--- src/design/nand_flash_controller_ecc_defines.svh ---
// ----------------------------------------------------------------------------
// nand flash controller ecc assertion macros
// shared property shapes for the concurrent checks of the register front end
// ----------------------------------------------------------------------------
`ifndef NAND_FLASH_CONTROLLER_ECC_DEFINES_SVH
`define NAND_FLASH_CONTROLLER_ECC_DEFINES_SVH

// same-cycle implication, clocked on clk, off while in reset
`define NFC_ASSERT_IMP(lbl, ante, cons) \
	lbl: assert property (@(posedge clk) disable iff (!arst_n) (ante) |-> (cons)) \
		else $error("nfc ecc same-cycle check failed");

// next-cycle implication, clocked on clk, off while in reset
`define NFC_ASSERT_NXT(lbl, ante, cons) \
	lbl: assert property (@(posedge clk) disable iff (!arst_n) (ante) |=> (cons)) \
		else $error("nfc ecc next-cycle check failed");

`endif

--- src/design/nfc_ecc_pkg.sv ---
// ----------------------------------------------------------------------------
// nfc ecc package
// shared types, register offsets and constants of the nand flash front end
// ----------------------------------------------------------------------------
package nfc_ecc_pkg;

	// ecc block geometry
	localparam int EccBlockBytes = 512;
	localparam int EccCountW     = $clog2(EccBlockBytes + 1);
	localparam int EccRowBits    = $clog2(EccBlockBytes);
	localparam int EccW          = 24;

	// bus register offsets
	localparam logic [4:0] OffConf   = 5'h00;
	localparam logic [4:0] OffCmd    = 5'h04;
	localparam logic [4:0] OffAddr   = 5'h08;
	localparam logic [4:0] OffData   = 5'h0c;
	localparam logic [4:0] OffStatus = 5'h10;
	localparam logic [4:0] OffEcc0   = 5'h14;
	localparam logic [4:0] OffEcc1   = 5'h15;
	localparam logic [4:0] OffEcc2   = 5'h16;

	localparam logic [2:0] SizeByte = 3'd1;
	localparam logic [2:0] SizeWord = 3'd4;

	localparam logic ReqRead  = 1'b0;
	localparam logic ReqWrite = 1'b1;

	localparam logic [15:0] ConfMask = 16'h9f77;
	localparam logic [EccW-1:0] EccClearVal = 24'hffffff;

	// apb configuration space
	localparam int   PaddrW             = 3;
	localparam logic CfgIdxChipAttached = 1'b0;

	typedef enum logic [1:0] {
		CycCmd    = 2'd0,
		CycAddr   = 2'd1,
		CycDataWr = 2'd2,
		CycDataRd = 2'd3
	} chip_cycle_t;

	typedef struct packed {
		logic        req_type;
		logic [4:0]  offset;
		logic [2:0]  access_size;
		logic [31:0] write_data;
		logic        chip_ready;
		logic        chip_ok;
		logic [7:0]  chip_read_byte;
	} req_t;

	typedef struct packed {
		logic        ok;
		logic [31:0] read_data;
		logic        chip_strobe;
		logic [1:0]  chip_cycle_kind;
		logic [7:0]  chip_write_value;
	} rsp_t;

	typedef struct packed {
		logic [EccW-1:0]      ecc;
		logic [EccCountW-1:0] count;
	} ecc_state_t;

endpackage

--- src/design/nfc_ecc_if.sv ---
// ----------------------------------------------------------------------------
// nfc ecc channel interfaces
// valid/ready request and response channels of the register front end
// ----------------------------------------------------------------------------
interface nfc_ecc_req_if;
	logic        valid;
	logic        ready;
	logic        req_type;
	logic [4:0]  offset;
	logic [2:0]  access_size;
	logic [31:0] write_data;
	logic        chip_ready;
	logic        chip_ok;
	logic [7:0]  chip_read_byte;

	modport source (
		output valid, req_type, offset, access_size, write_data,
		output chip_ready, chip_ok, chip_read_byte,
		input  ready
	);
	modport sink (
		input  valid, req_type, offset, access_size, write_data,
		input  chip_ready, chip_ok, chip_read_byte,
		output ready
	);
endinterface

interface nfc_ecc_rsp_if;
	logic        valid;
	logic        ready;
	logic        ok;
	logic [31:0] read_data;
	logic        chip_strobe;
	logic [1:0]  chip_cycle_kind;
	logic [7:0]  chip_write_value;

	modport source (
		output valid, ok, read_data, chip_strobe, chip_cycle_kind, chip_write_value,
		input  ready
	);
	modport sink (
		input  valid, ok, read_data, chip_strobe, chip_cycle_kind, chip_write_value,
		output ready
	);
endinterface

--- src/design/nfc_ecc_calc.sv ---
// ----------------------------------------------------------------------------
// nfc ecc calc
// folds one data byte into the hamming ecc and advances the byte count; once the block is full both are held
// ----------------------------------------------------------------------------
module nfc_ecc_calc (
	input  nfc_ecc_pkg::ecc_state_t cur,
	input  logic [7:0]              data_byte,
	output nfc_ecc_pkg::ecc_state_t nxt
);

	logic [5:0]                      col_par;
	logic                            row_par;
	logic [nfc_ecc_pkg::EccW-1:0]    row_mask;
	logic                            full;

	always_comb begin
		col_par[0] = ^(data_byte & 8'h55);
		col_par[1] = ^(data_byte & 8'haa);
		col_par[2] = ^(data_byte & 8'h33);
		col_par[3] = ^(data_byte & 8'hcc);
		col_par[4] = ^(data_byte & 8'h0f);
		col_par[5] = ^(data_byte & 8'hf0);
		row_par    = ^data_byte;

		// pair i sits at bits 2i and 2i+1, picked by address bit i
		row_mask = '0;
		for (int i = 0; i < nfc_ecc_pkg::EccRowBits; i++) begin
			row_mask[2*i + int'(cur.count[i])] = row_par;
		end

		full = (cur.count >= nfc_ecc_pkg::EccCountW'(nfc_ecc_pkg::EccBlockBytes));

		if (full) begin
			nxt = cur;
		end else begin
			nxt.ecc   = cur.ecc ^ row_mask ^ {col_par, 18'b0};
			nxt.count = cur.count + nfc_ecc_pkg::EccCountW'(1);
		end
	end

endmodule

--- src/design/nand_flash_controller_ecc.sv ---
// ----------------------------------------------------------------------------
// nand flash controller ecc
// path: an access taken goes into the input register stage, then into the result register
// throughput: one access per cycle, stalls only when the result register is held
// reset: arst_n clears config to 0, ecc bytes and count to 0, chip_attached to 1
// ----------------------------------------------------------------------------
`include "nand_flash_controller_ecc_defines.svh"

module nand_flash_controller_ecc (
	input  logic                             clk,
	input  logic                             arst_n,
	nfc_ecc_req_if.sink                      req,
	nfc_ecc_rsp_if.source                    rsp,
	input  logic                             psel,
	input  logic                             penable,
	input  logic                             pwrite,
	input  logic [nfc_ecc_pkg::PaddrW-1:0]   paddr,
	input  logic [31:0]                      pwdata,
	output logic [31:0]                      prdata,
	output logic                             pready
);

	// ------------------------------------------------------------------
	// apb configuration: a single chip_attached bit, word index in paddr[2]
	// ------------------------------------------------------------------
	logic chip_attached_q;
	logic cfg_wr;

	assign pready = 1'b1;
	assign cfg_wr = psel && penable && pwrite && pready
		&& (paddr[2] == nfc_ecc_pkg::CfgIdxChipAttached);
	assign prdata = (paddr[2] == nfc_ecc_pkg::CfgIdxChipAttached)
		? {31'b0, chip_attached_q} : 32'b0;

	always_ff @(posedge clk or negedge arst_n) begin
		if (!arst_n) begin
			chip_attached_q <= 1'b1;
		end else if (cfg_wr) begin
			chip_attached_q <= pwdata[0];
		end
	end

	// ------------------------------------------------------------------
	// input register stage
	// ------------------------------------------------------------------
	nfc_ecc_pkg::req_t req_s1;
	logic              valid_s1;
	logic              rsp_valid_q;
	nfc_ecc_pkg::rsp_t rsp_q;
	logic              load_out;

	// result register takes the item when empty or being drained
	assign load_out  = valid_s1 && (!rsp_valid_q || rsp.ready);
	assign req.ready = !valid_s1 || load_out;

	always_ff @(posedge clk or negedge arst_n) begin
		if (!arst_n) begin
			valid_s1 <= 1'b0;
		end else if (req.ready) begin
			valid_s1 <= req.valid;
		end
	end

	always_ff @(posedge clk) begin
		if (req.ready && req.valid) begin
			req_s1 <= '{
				req_type:       req.req_type,
				offset:         req.offset,
				access_size:    req.access_size,
				write_data:     req.write_data,
				chip_ready:     req.chip_ready,
				chip_ok:        req.chip_ok,
				chip_read_byte: req.chip_read_byte
			};
		end
	end

	// ------------------------------------------------------------------
	// architectural state: config register and ecc accumulator
	// ------------------------------------------------------------------
	logic [15:0]             conf_q;
	nfc_ecc_pkg::ecc_state_t ecc_q;
	nfc_ecc_pkg::ecc_state_t ecc_add_nxt;

	// ------------------------------------------------------------------
	// register decode, all from the input stage and current state
	// ------------------------------------------------------------------
	logic                     is_wr;
	logic                     is_byte;
	logic                     size_ok;
	logic [31:0]              val;
	logic                     conf_wr;
	logic                     ecc_clr;
	logic                     ecc_add;
	logic [7:0]               add_byte;
	logic                     res_ok;
	logic [31:0]              res_rd;
	logic                     res_strobe;
	nfc_ecc_pkg::chip_cycle_t res_kind;
	logic [7:0]               res_wv;

	always_comb begin
		is_wr    = (req_s1.req_type == nfc_ecc_pkg::ReqWrite);
		is_byte  = (req_s1.access_size == nfc_ecc_pkg::SizeByte);
		size_ok  = is_byte || (req_s1.access_size == nfc_ecc_pkg::SizeWord);
		val      = is_byte ? {24'b0, req_s1.write_data[7:0]} : req_s1.write_data;
		add_byte = is_wr ? val[7:0] : req_s1.chip_read_byte;

		conf_wr    = 1'b0;
		ecc_clr    = 1'b0;
		ecc_add    = 1'b0;
		res_ok     = 1'b0;
		res_rd     = 32'b0;
		res_strobe = 1'b0;
		res_kind   = nfc_ecc_pkg::CycCmd;
		res_wv     = 8'b0;

		if (size_ok) begin
			unique case (req_s1.offset) inside
				nfc_ecc_pkg::OffConf: begin
					if (is_wr) begin
						// byte writes to config are refused
						if (!is_byte) begin
							conf_wr = 1'b1;
							res_ok  = 1'b1;
						end
					end else begin
						res_rd = {16'b0, conf_q};
						res_ok = 1'b1;
					end
				end
				nfc_ecc_pkg::OffCmd, nfc_ecc_pkg::OffAddr: begin
					// command and address writes restart the ecc block even on failure
					if (is_wr) begin
						ecc_clr = 1'b1;
						if (chip_attached_q) begin
							res_strobe = 1'b1;
							res_kind   = (req_s1.offset == nfc_ecc_pkg::OffCmd)
								? nfc_ecc_pkg::CycCmd : nfc_ecc_pkg::CycAddr;
							res_wv     = val[7:0];
							res_ok     = req_s1.chip_ok;
						end
					end
				end
				nfc_ecc_pkg::OffData: begin
					if (chip_attached_q) begin
						res_strobe = 1'b1;
						if (is_wr) begin
							res_kind = nfc_ecc_pkg::CycDataWr;
							res_wv   = val[7:0];
						end else begin
							res_kind = nfc_ecc_pkg::CycDataRd;
						end
						// only a transfer the chip took goes into the ecc
						if (req_s1.chip_ok) begin
							res_ok  = 1'b1;
							ecc_add = 1'b1;
							res_rd  = {24'b0, req_s1.chip_read_byte};
						end
					end
				end
				nfc_ecc_pkg::OffStatus: begin
					res_ok = 1'b1;
					res_rd = {31'b0, chip_attached_q && req_s1.chip_ready};
				end
				nfc_ecc_pkg::OffEcc0: begin
					res_ok = 1'b1;
					res_rd = {8'b0, ecc_q.ecc};
				end
				nfc_ecc_pkg::OffEcc1: begin
					if (!is_wr && is_byte) begin
						res_ok = 1'b1;
						res_rd = {24'b0, ecc_q.ecc[15:8]};
					end
				end
				nfc_ecc_pkg::OffEcc2: begin
					if (!is_wr && is_byte) begin
						res_ok = 1'b1;
						res_rd = {24'b0, ecc_q.ecc[23:16]};
					end
				end
				default: begin
					res_ok = 1'b0;
				end
			endcase

			// writes and errors return no data, byte reads keep the low byte
			if (!res_ok || is_wr) begin
				res_rd = 32'b0;
			end else if (is_byte) begin
				res_rd = {24'b0, res_rd[7:0]};
			end
		end
	end

	nfc_ecc_calc u_calc (
		.cur       (ecc_q),
		.data_byte (add_byte),
		.nxt       (ecc_add_nxt)
	);

	always_ff @(posedge clk or negedge arst_n) begin
		if (!arst_n) begin
			conf_q <= 16'b0;
			ecc_q  <= '0;
		end else if (load_out) begin
			if (conf_wr) begin
				conf_q <= val[15:0] & nfc_ecc_pkg::ConfMask;
			end
			if (ecc_clr) begin
				ecc_q.ecc   <= nfc_ecc_pkg::EccClearVal;
				ecc_q.count <= '0;
			end else if (ecc_add) begin
				ecc_q <= ecc_add_nxt;
			end
		end
	end

	// ------------------------------------------------------------------
	// result register
	// ------------------------------------------------------------------
	always_ff @(posedge clk or negedge arst_n) begin
		if (!arst_n) begin
			rsp_valid_q <= 1'b0;
		end else if (load_out) begin
			rsp_valid_q <= 1'b1;
		end else if (rsp.ready) begin
			rsp_valid_q <= 1'b0;
		end
	end

	always_ff @(posedge clk) begin
		if (load_out) begin
			rsp_q <= '{
				ok:               res_ok,
				read_data:        res_rd,
				chip_strobe:      res_strobe,
				chip_cycle_kind:  res_kind,
				chip_write_value: res_wv
			};
		end
	end

	assign rsp.valid            = rsp_valid_q;
	assign rsp.ok               = rsp_q.ok;
	assign rsp.read_data        = rsp_q.read_data;
	assign rsp.chip_strobe      = rsp_q.chip_strobe;
	assign rsp.chip_cycle_kind  = rsp_q.chip_cycle_kind;
	assign rsp.chip_write_value = rsp_q.chip_write_value;

	// ------------------------------------------------------------------
	// checks
	// ------------------------------------------------------------------
	// byte count never runs past one ecc block
	`NFC_ASSERT_IMP(a_count_bound, 1'b1,
		ecc_q.count <= nfc_ecc_pkg::EccCountW'(nfc_ecc_pkg::EccBlockBytes))
	// a command or address write leaves a fresh block behind
	`NFC_ASSERT_NXT(a_clear_count, load_out && ecc_clr, ecc_q.count == '0)
	// a failed access never carries read data
	`NFC_ASSERT_IMP(a_err_no_data, rsp_valid_q && !rsp_q.ok, rsp_q.read_data == 32'b0)
	// without a strobe the flash-side fields stay quiet
	`NFC_ASSERT_IMP(a_idle_chip, rsp_valid_q && !rsp_q.chip_strobe,
		rsp_q.chip_cycle_kind == nfc_ecc_pkg::CycCmd && rsp_q.chip_write_value == 8'b0)

endmodule
--- src/flat_wrapper.sv ---
// flat-port wrapper written by rule: the top's interface ports become plain ports
module nand_flash_controller_ecc_flat 
  (clk, arst_n, psel, penable, pwrite, paddr, pwdata, prdata, pready, req_valid, req_req_type, req_offset, req_access_size, req_write_data, req_chip_ready, req_chip_ok, req_chip_read_byte, req_ready, rsp_valid, rsp_ok, rsp_read_data, rsp_chip_strobe, rsp_chip_cycle_kind, rsp_chip_write_value, rsp_ready);
  nfc_ecc_req_if req_i ();
  nfc_ecc_rsp_if rsp_i ();
  input  logic clk;
  input  logic arst_n;
  input  logic psel;
  input  logic penable;
  input  logic pwrite;
  input  logic [nfc_ecc_pkg::PaddrW-1:0] paddr;
  input  logic [31:0] pwdata;
  output logic [31:0] prdata;
  output logic pready;
  input wire logic [$bits(req_i.valid)-1:0] req_valid;
  input wire logic [$bits(req_i.req_type)-1:0] req_req_type;
  input wire logic [$bits(req_i.offset)-1:0] req_offset;
  input wire logic [$bits(req_i.access_size)-1:0] req_access_size;
  input wire logic [$bits(req_i.write_data)-1:0] req_write_data;
  input wire logic [$bits(req_i.chip_ready)-1:0] req_chip_ready;
  input wire logic [$bits(req_i.chip_ok)-1:0] req_chip_ok;
  input wire logic [$bits(req_i.chip_read_byte)-1:0] req_chip_read_byte;
  output wire logic [$bits(req_i.ready)-1:0] req_ready;
  output wire logic [$bits(rsp_i.valid)-1:0] rsp_valid;
  output wire logic [$bits(rsp_i.ok)-1:0] rsp_ok;
  output wire logic [$bits(rsp_i.read_data)-1:0] rsp_read_data;
  output wire logic [$bits(rsp_i.chip_strobe)-1:0] rsp_chip_strobe;
  output wire logic [$bits(rsp_i.chip_cycle_kind)-1:0] rsp_chip_cycle_kind;
  output wire logic [$bits(rsp_i.chip_write_value)-1:0] rsp_chip_write_value;
  input wire logic [$bits(rsp_i.ready)-1:0] rsp_ready;
  assign req_i.valid = req_valid;
  assign req_i.req_type = req_req_type;
  assign req_i.offset = req_offset;
  assign req_i.access_size = req_access_size;
  assign req_i.write_data = req_write_data;
  assign req_i.chip_ready = req_chip_ready;
  assign req_i.chip_ok = req_chip_ok;
  assign req_i.chip_read_byte = req_chip_read_byte;
  assign req_ready = req_i.ready;
  assign rsp_valid = rsp_i.valid;
  assign rsp_ok = rsp_i.ok;
  assign rsp_read_data = rsp_i.read_data;
  assign rsp_chip_strobe = rsp_i.chip_strobe;
  assign rsp_chip_cycle_kind = rsp_i.chip_cycle_kind;
  assign rsp_chip_write_value = rsp_i.chip_write_value;
  assign rsp_i.ready = rsp_ready;
  nand_flash_controller_ecc u_core (.clk(clk), .arst_n(arst_n), .req(req_i), .rsp(rsp_i), .psel(psel), .penable(penable), .pwrite(pwrite), .paddr(paddr), .pwdata(pwdata), .prdata(prdata), .pready(pready));
endmodule
--- config.mk ---
export PLATFORM = sky130hd
export DESIGN_NAME = nand_flash_controller_ecc_flat
export DESIGN_NICKNAME = d
export VERILOG_FILES = /design/src/design/nfc_ecc_pkg.sv /design/src/design/nfc_ecc_if.sv /design/src/design/nfc_ecc_calc.sv /design/src/design/nand_flash_controller_ecc.sv /design/src/flat_wrapper.sv
export VERILOG_INCLUDE_DIRS = /design/src /design/src/design
export SDC_FILE = /design/constraint.sdc
export NUM_CORES = 1
export LEC_CHECK = 0
export BUFFER_PORTS_ARGS = -buffer_cell sky130_fd_sc_hd__buf_2
export CORE_ASPECT_RATIO = 1.1
export CORE_MARGIN = 5
export CORE_UTILIZATION = 52
export CTS_CLUSTER_SIZE = 25
export DETAILED_ROUTE_END_ITERATION = 8
export HOLD_SLACK_MARGIN = 0.15
export PLACE_DENSITY = 0.8
export SLEW_MARGIN = 40
export SYNTH_ARGS = -nofsm -noshare
export SYNTH_HDL_FRONTEND = slang
export SYNTH_SLANG_ARGS = --single-unit
--- constraint.sdc ---
create_clock -name clk -period 2.65 [get_ports clk]
set_clock_uncertainty 0.2 [all_clocks]
set_input_delay 0.1325 -clock clk [delete_from_list [all_inputs] [get_ports clk]]
set_output_delay 0.1325 -clock clk [all_outputs]
set_load 0.02 [all_outputs]
==> Implementation_results.wiki <==
{| class="wikitable"
! Metric !! Value
|-
| # H-tree levels || 4
|-
| Mux share of post-synthesis cell area || 3.247%
|-
| Core Footprint || 10860 um2
|-
| Internal power || 4016 uW
|-
| Reg power frac || 42.6%
|-
| Delay of the slowest cell on the worst path || 0.63 ns
|-
| Result of the run || complete, no violations
|-
| Area growth, synth to finish || 26.96%
|-
| Most utilized layer in the global route result || met2
|-
| Fraction of power spent switching nets || 25.64%
|-
| Leading cell types by total area after synthesis || sky130_fd_sc_hd__edfxtp_1, sky130_fd_sc_hd__dfrtp_1, sky130_fd_sc_hd__buf_4, sky130_fd_sc_hd__xor2_1, sky130_fd_sc_hd__nand3_1
|-
| Y dimension of the die || 120.2 um
|-
| Worst-path cell chain || nand4_1 > a2bb2oi_1 > or4_4 > nor4_2 > xnor2_1 > nor2_1
|-
| Global-route wire length before repair || 22.60 mm
|-
| Arithmetic-cell share of the synthesized area counting full adders, half adders and majority gates || 0.4358%
|-
| Post-CTS sizing || 0
|-
| Post-synth top area cell || sky130_fd_sc_hd__edfxtp_1
|-
| Min Clock Period, post-route || about 2.5 ns
|-
| Area of the die || 13250 um2
|-
| Final ANT Viol Nets || 0
|-
| Hold Crit Class || input pin to flip-flop
|-
| Number of distinct library cells after synthesis || roughly 50
|-
| Final Power || between 5000 and 6000 uW
|-
| Asr flop ratio synth || 41.53%
|-
| Crit. End Element || flip-flop
|-
| WL per Instance || 17.97 um
|-
| Ratio of cells with drive above 1 in the final layout || 24.77%
|-
| Area after detailed placement || between 6000 and 7000 um2
|-
| Dominant combinational cell family by area after synthesis || simple AND/OR/NAND/NOR gates
|-
| Compound-gate portion of the synthesized area || around a tenth
|-
| Routing usage on met2 || 37.75%
|-
| Class of the most critical setup path || flip-flop to flip-flop
|-
| Clock insertion delay at the later pin of the skew report || 0.42 ns
|-
| Avg Cell Area, Syn || roughly 12 um2
|-
| DR vias/cell || 5.584
|-
| P_sw || 1385 uW
|-
| Final period util || between 90% and 100%
|-
| Final Hold Viols || 0
|-
| IR drop worst, VDD || 0.5035 mV
|-
| Maximum net fanout on the critical path || 41
|-
| CP max stage cell || sky130_fd_sc_hd__or4_4
|-
| EDFF count, synth || 69
|-
| Post-CTS Repair Setup Buffers || 0
|-
| Combinational fraction of design power || between 10 and 15%
|-
| CTS tree || built
|-
| Number of instances in the synthesized netlist || 487
|-
| Met3 track demand over resource || 5.499%
|-
| Xor and xnor area share after synthesis || 5.426%
|-
| Total global routing overflow || 0
|-
| Max-slew headroom at the worst pin || a little over half
|-
| Setup repair after global routing missed its margin || false
|-
| Port Buf Inserts || 80
|-
| Longest Clk Path Bufs || 2
|-
| Simple logic cell fraction of the synthesized area || between 10% and 20%
|-
| Met1 usage || between 20% and 30%
|-
| DP HPWL || 9.191 mm
|-
| Pin count of the biggest net entering global routing || 42
|-
| Lkg Pwr || between 0.003 and 0.004 uW
|-
| Via count of the first global-routing pass || 4381
|-
| Number of diodes added for antenna fixing || 0
|-
| Most common cell after layout, fill and taps aside || sky130_fd_sc_hd__buf_2
|-
| Cell area after synthesis || 5742 um2
|-
| TritonCTS Buffers || 17
|-
| Fraction of power consumed by the clock network || 43.5%
|-
| Number of register bits inferred by synthesis || 118
|-
| Max-slew violation count || 0
|-
| DRC violation count after routing || 0
|-
| Maximum frequency from static timing analysis || 404.1 MHz
|-
| Total iterations of the first detailed-routing run || 8
|-
| Global routing usage summed across all routing layers || 22.59%
|-
| Yosys warnings || 0
|-
| Share of the synthesized area in the top cell type || 36.09%
|-
| Total Neg Setup Slack || 0 ns
|-
| CP Launch Type || flip-flop
|-
| Share of the core filled with cells in the final layout || 67.12%
|-
| CP required || 2.73 ns
|-
| Sink count of the clock tree || roughly 120
|-
| Clock transition at the register clock pins on the worst setup and hold paths after CTS || 0.05 ns
|-
| Final weighted congestion in routability-driven placement || 0.8983
|-
| Starting density of the core || 52.87%
|-
| Max_cap viols || 0
|-
| WHS || 0.2184 ns
|-
| Number of antenna violations at the first check in global routing || 0
|-
| Die W || 110.2 um
|-
| Sequential area share after synthesis || 57.46%
|-
| Fillers || 757
|-
| Final Routed Wirelength || 14.18 mm
|-
| P per Cell Area || roughly 740 nW/um2
|-
| Root buf cell || sky130_fd_sc_hd__clkbuf_16
|-
| Most used cells in the layout excluding fill and tap cells || sky130_fd_sc_hd__buf_2, sky130_fd_sc_hd__edfxtp_1, sky130_fd_sc_hd__dfrtp_1, sky130_fd_sc_hd__conb_1, sky130_fd_sc_hd__dlygate4sd3_1
|-
| Data arrival time of the critical path || 2.56 ns
|-
| Row count || 40
|-
| Least-Margin Pin Slew || 0.6971 ns
|-
| Final setup fails || 0
|-
| Post-route cell area || between 7000 and 8000 um2
|-
| Number of nets in the final layout || 724
|-
| Number of DRC violations after detailed-routing iteration 0 || between 400 and 500
|-
| Via total after detailed routing || 4406
|-
| I/O Pins || 172
|-
| Main flop type after synthesis || sky130_fd_sc_hd__edfxtp_1
|}
-- logic make-up (layout without fill, tap and decap cells) --
logic type                 count (synthesis)  after routing
muxes                                     17             17
other                                      2             40
DFF                                      118            118
and+or+nand+nor                          161            161
AOI/OAI and AO/OA                         77             77
buffers and inverters                     77            194
xor gates and xnor gates                  33             33
adders and majority gates                  2              2
-- flip-flops by register name (all words and copies together), names as in the netlist --
signal,flops
u_core.valid_s1,1
u_core.chip_attached_q,1
u_core.rsp.ok,1
u_core.rsp.read_data,24
u_core.rsp.valid,1
u_core.rsp.chip_write_value,8
u_core.is_wr,1
u_core.rsp.chip_strobe,1
u_core.ecc_q,34
u_core.req_s1,32
u_core.rsp.chip_cycle_kind,2
u_core.conf_q,12
-- power by group through the flow --
| stage | logic, uW | clock network, uW | registers [uW] |
|---|---|---|---|
| after CTS | 747 | 2370 | 2290 |
| after global routing | 824 | 2470 | 2320 |
| after detailed placement | 692 | 0 | 2330 |
| final | 753 | 2350 | 2300 |
| after global placement | 671 | 0 | 2320 |
| after floorplan | 489 | 0 | 2310 |
-- Yosys cell counts, types with 11 or more instances --
| cell type | n |
|---|---|
| sky130_fd_sc_hd__xnor2_1 | 14 |
| sky130_fd_sc_hd__dfrtp_1 | 48 |
| sky130_fd_sc_hd__or4_1 | 17 |
| sky130_fd_sc_hd__mux2_2 | 11 |
| sky130_fd_sc_hd__edfxtp_1 | 69 |
| sky130_fd_sc_hd__o21ai_0 | 14 |
| sky130_fd_sc_hd__nand3_1 | 27 |
| sky130_fd_sc_hd__o31ai_1 | 17 |
| sky130_fd_sc_hd__xor2_1 | 16 |
| sky130_fd_sc_hd__inv_1 | 12 |
| sky130_fd_sc_hd__and2_1 | 19 |
| sky130_fd_sc_hd__a21oi_1 | 14 |
| sky130_fd_sc_hd__nand2_1 | 20 |
| sky130_fd_sc_hd__nor2_1 | 30 |
| sky130_fd_sc_hd__buf_4 | 42 |
| sky130_fd_sc_hd__clkbuf_1 | 13 |
-- worst paths after layout --
check	slack, ns	to	cells after the start	startpoint
max	0.18	u_core.ecc_q[5]	6	u_core.chip_attached_q
min	0.22	u_core.req_s1[18]	2	req_write_data[8]
max reg2reg	0.18	u_core.ecc_q[5]	6	u_core.chip_attached_q
min reg2reg	0.28	u_core.conf_q[15]	1	u_core.req_s1[25]
max in group asynchronous	1.25	u_core.conf_q[10]	4	arst_n
min in group asynchronous	0.69	u_core.conf_q[1]	4	arst_n
-- worst max-delay path, delay by kind of cell (launching register included) --
family	cells	cell delay, ns
XOR/XNOR	1	0.16
flip-flops	1	0.59
AO/OA/AOI/OAI	1	0.18
AND/OR/NAND/NOR	4	1.20
-- through the flow --
step | std cells | worst slack (ns)
2_1_floorplan | 525 | 0.2592
3_3_place_gp | 717 | 0.2607
3_5_place_dp | 717 | 0.2302
4_1_cts | 789 | 0.2080
5_1_grt | 789 | 0.05853
6_report | 789 | 0.1754
-- final cells by class --
cell class	instances	area, um2	area share [%]
sequential	118	3299	45.26
multi-input combinational	330	2117	29.04
timing repair buffer	150	1039	14.25
clock buffer	20	446.7	6.128
tap	147	183.9	2.523
clock inverter	12	158.9	2.180
inverter	12	45.04	0.6179
-- timing repair --
action,in CTS,in global routing
setup endpoints to repair,0,0
hold buffers,40,0
hold endpoints to repair,85,0
-- layer usage --
metal | vias up | part of all wire, %
li1 | 2004 | -
met1 | 2120 | 36
met2 | 247 | 52
met3 | 35 | 8.9
met4 | 0 | 2.7
met5 | - | 0
No activity file was read; power rests on OpenSTA's default activity.
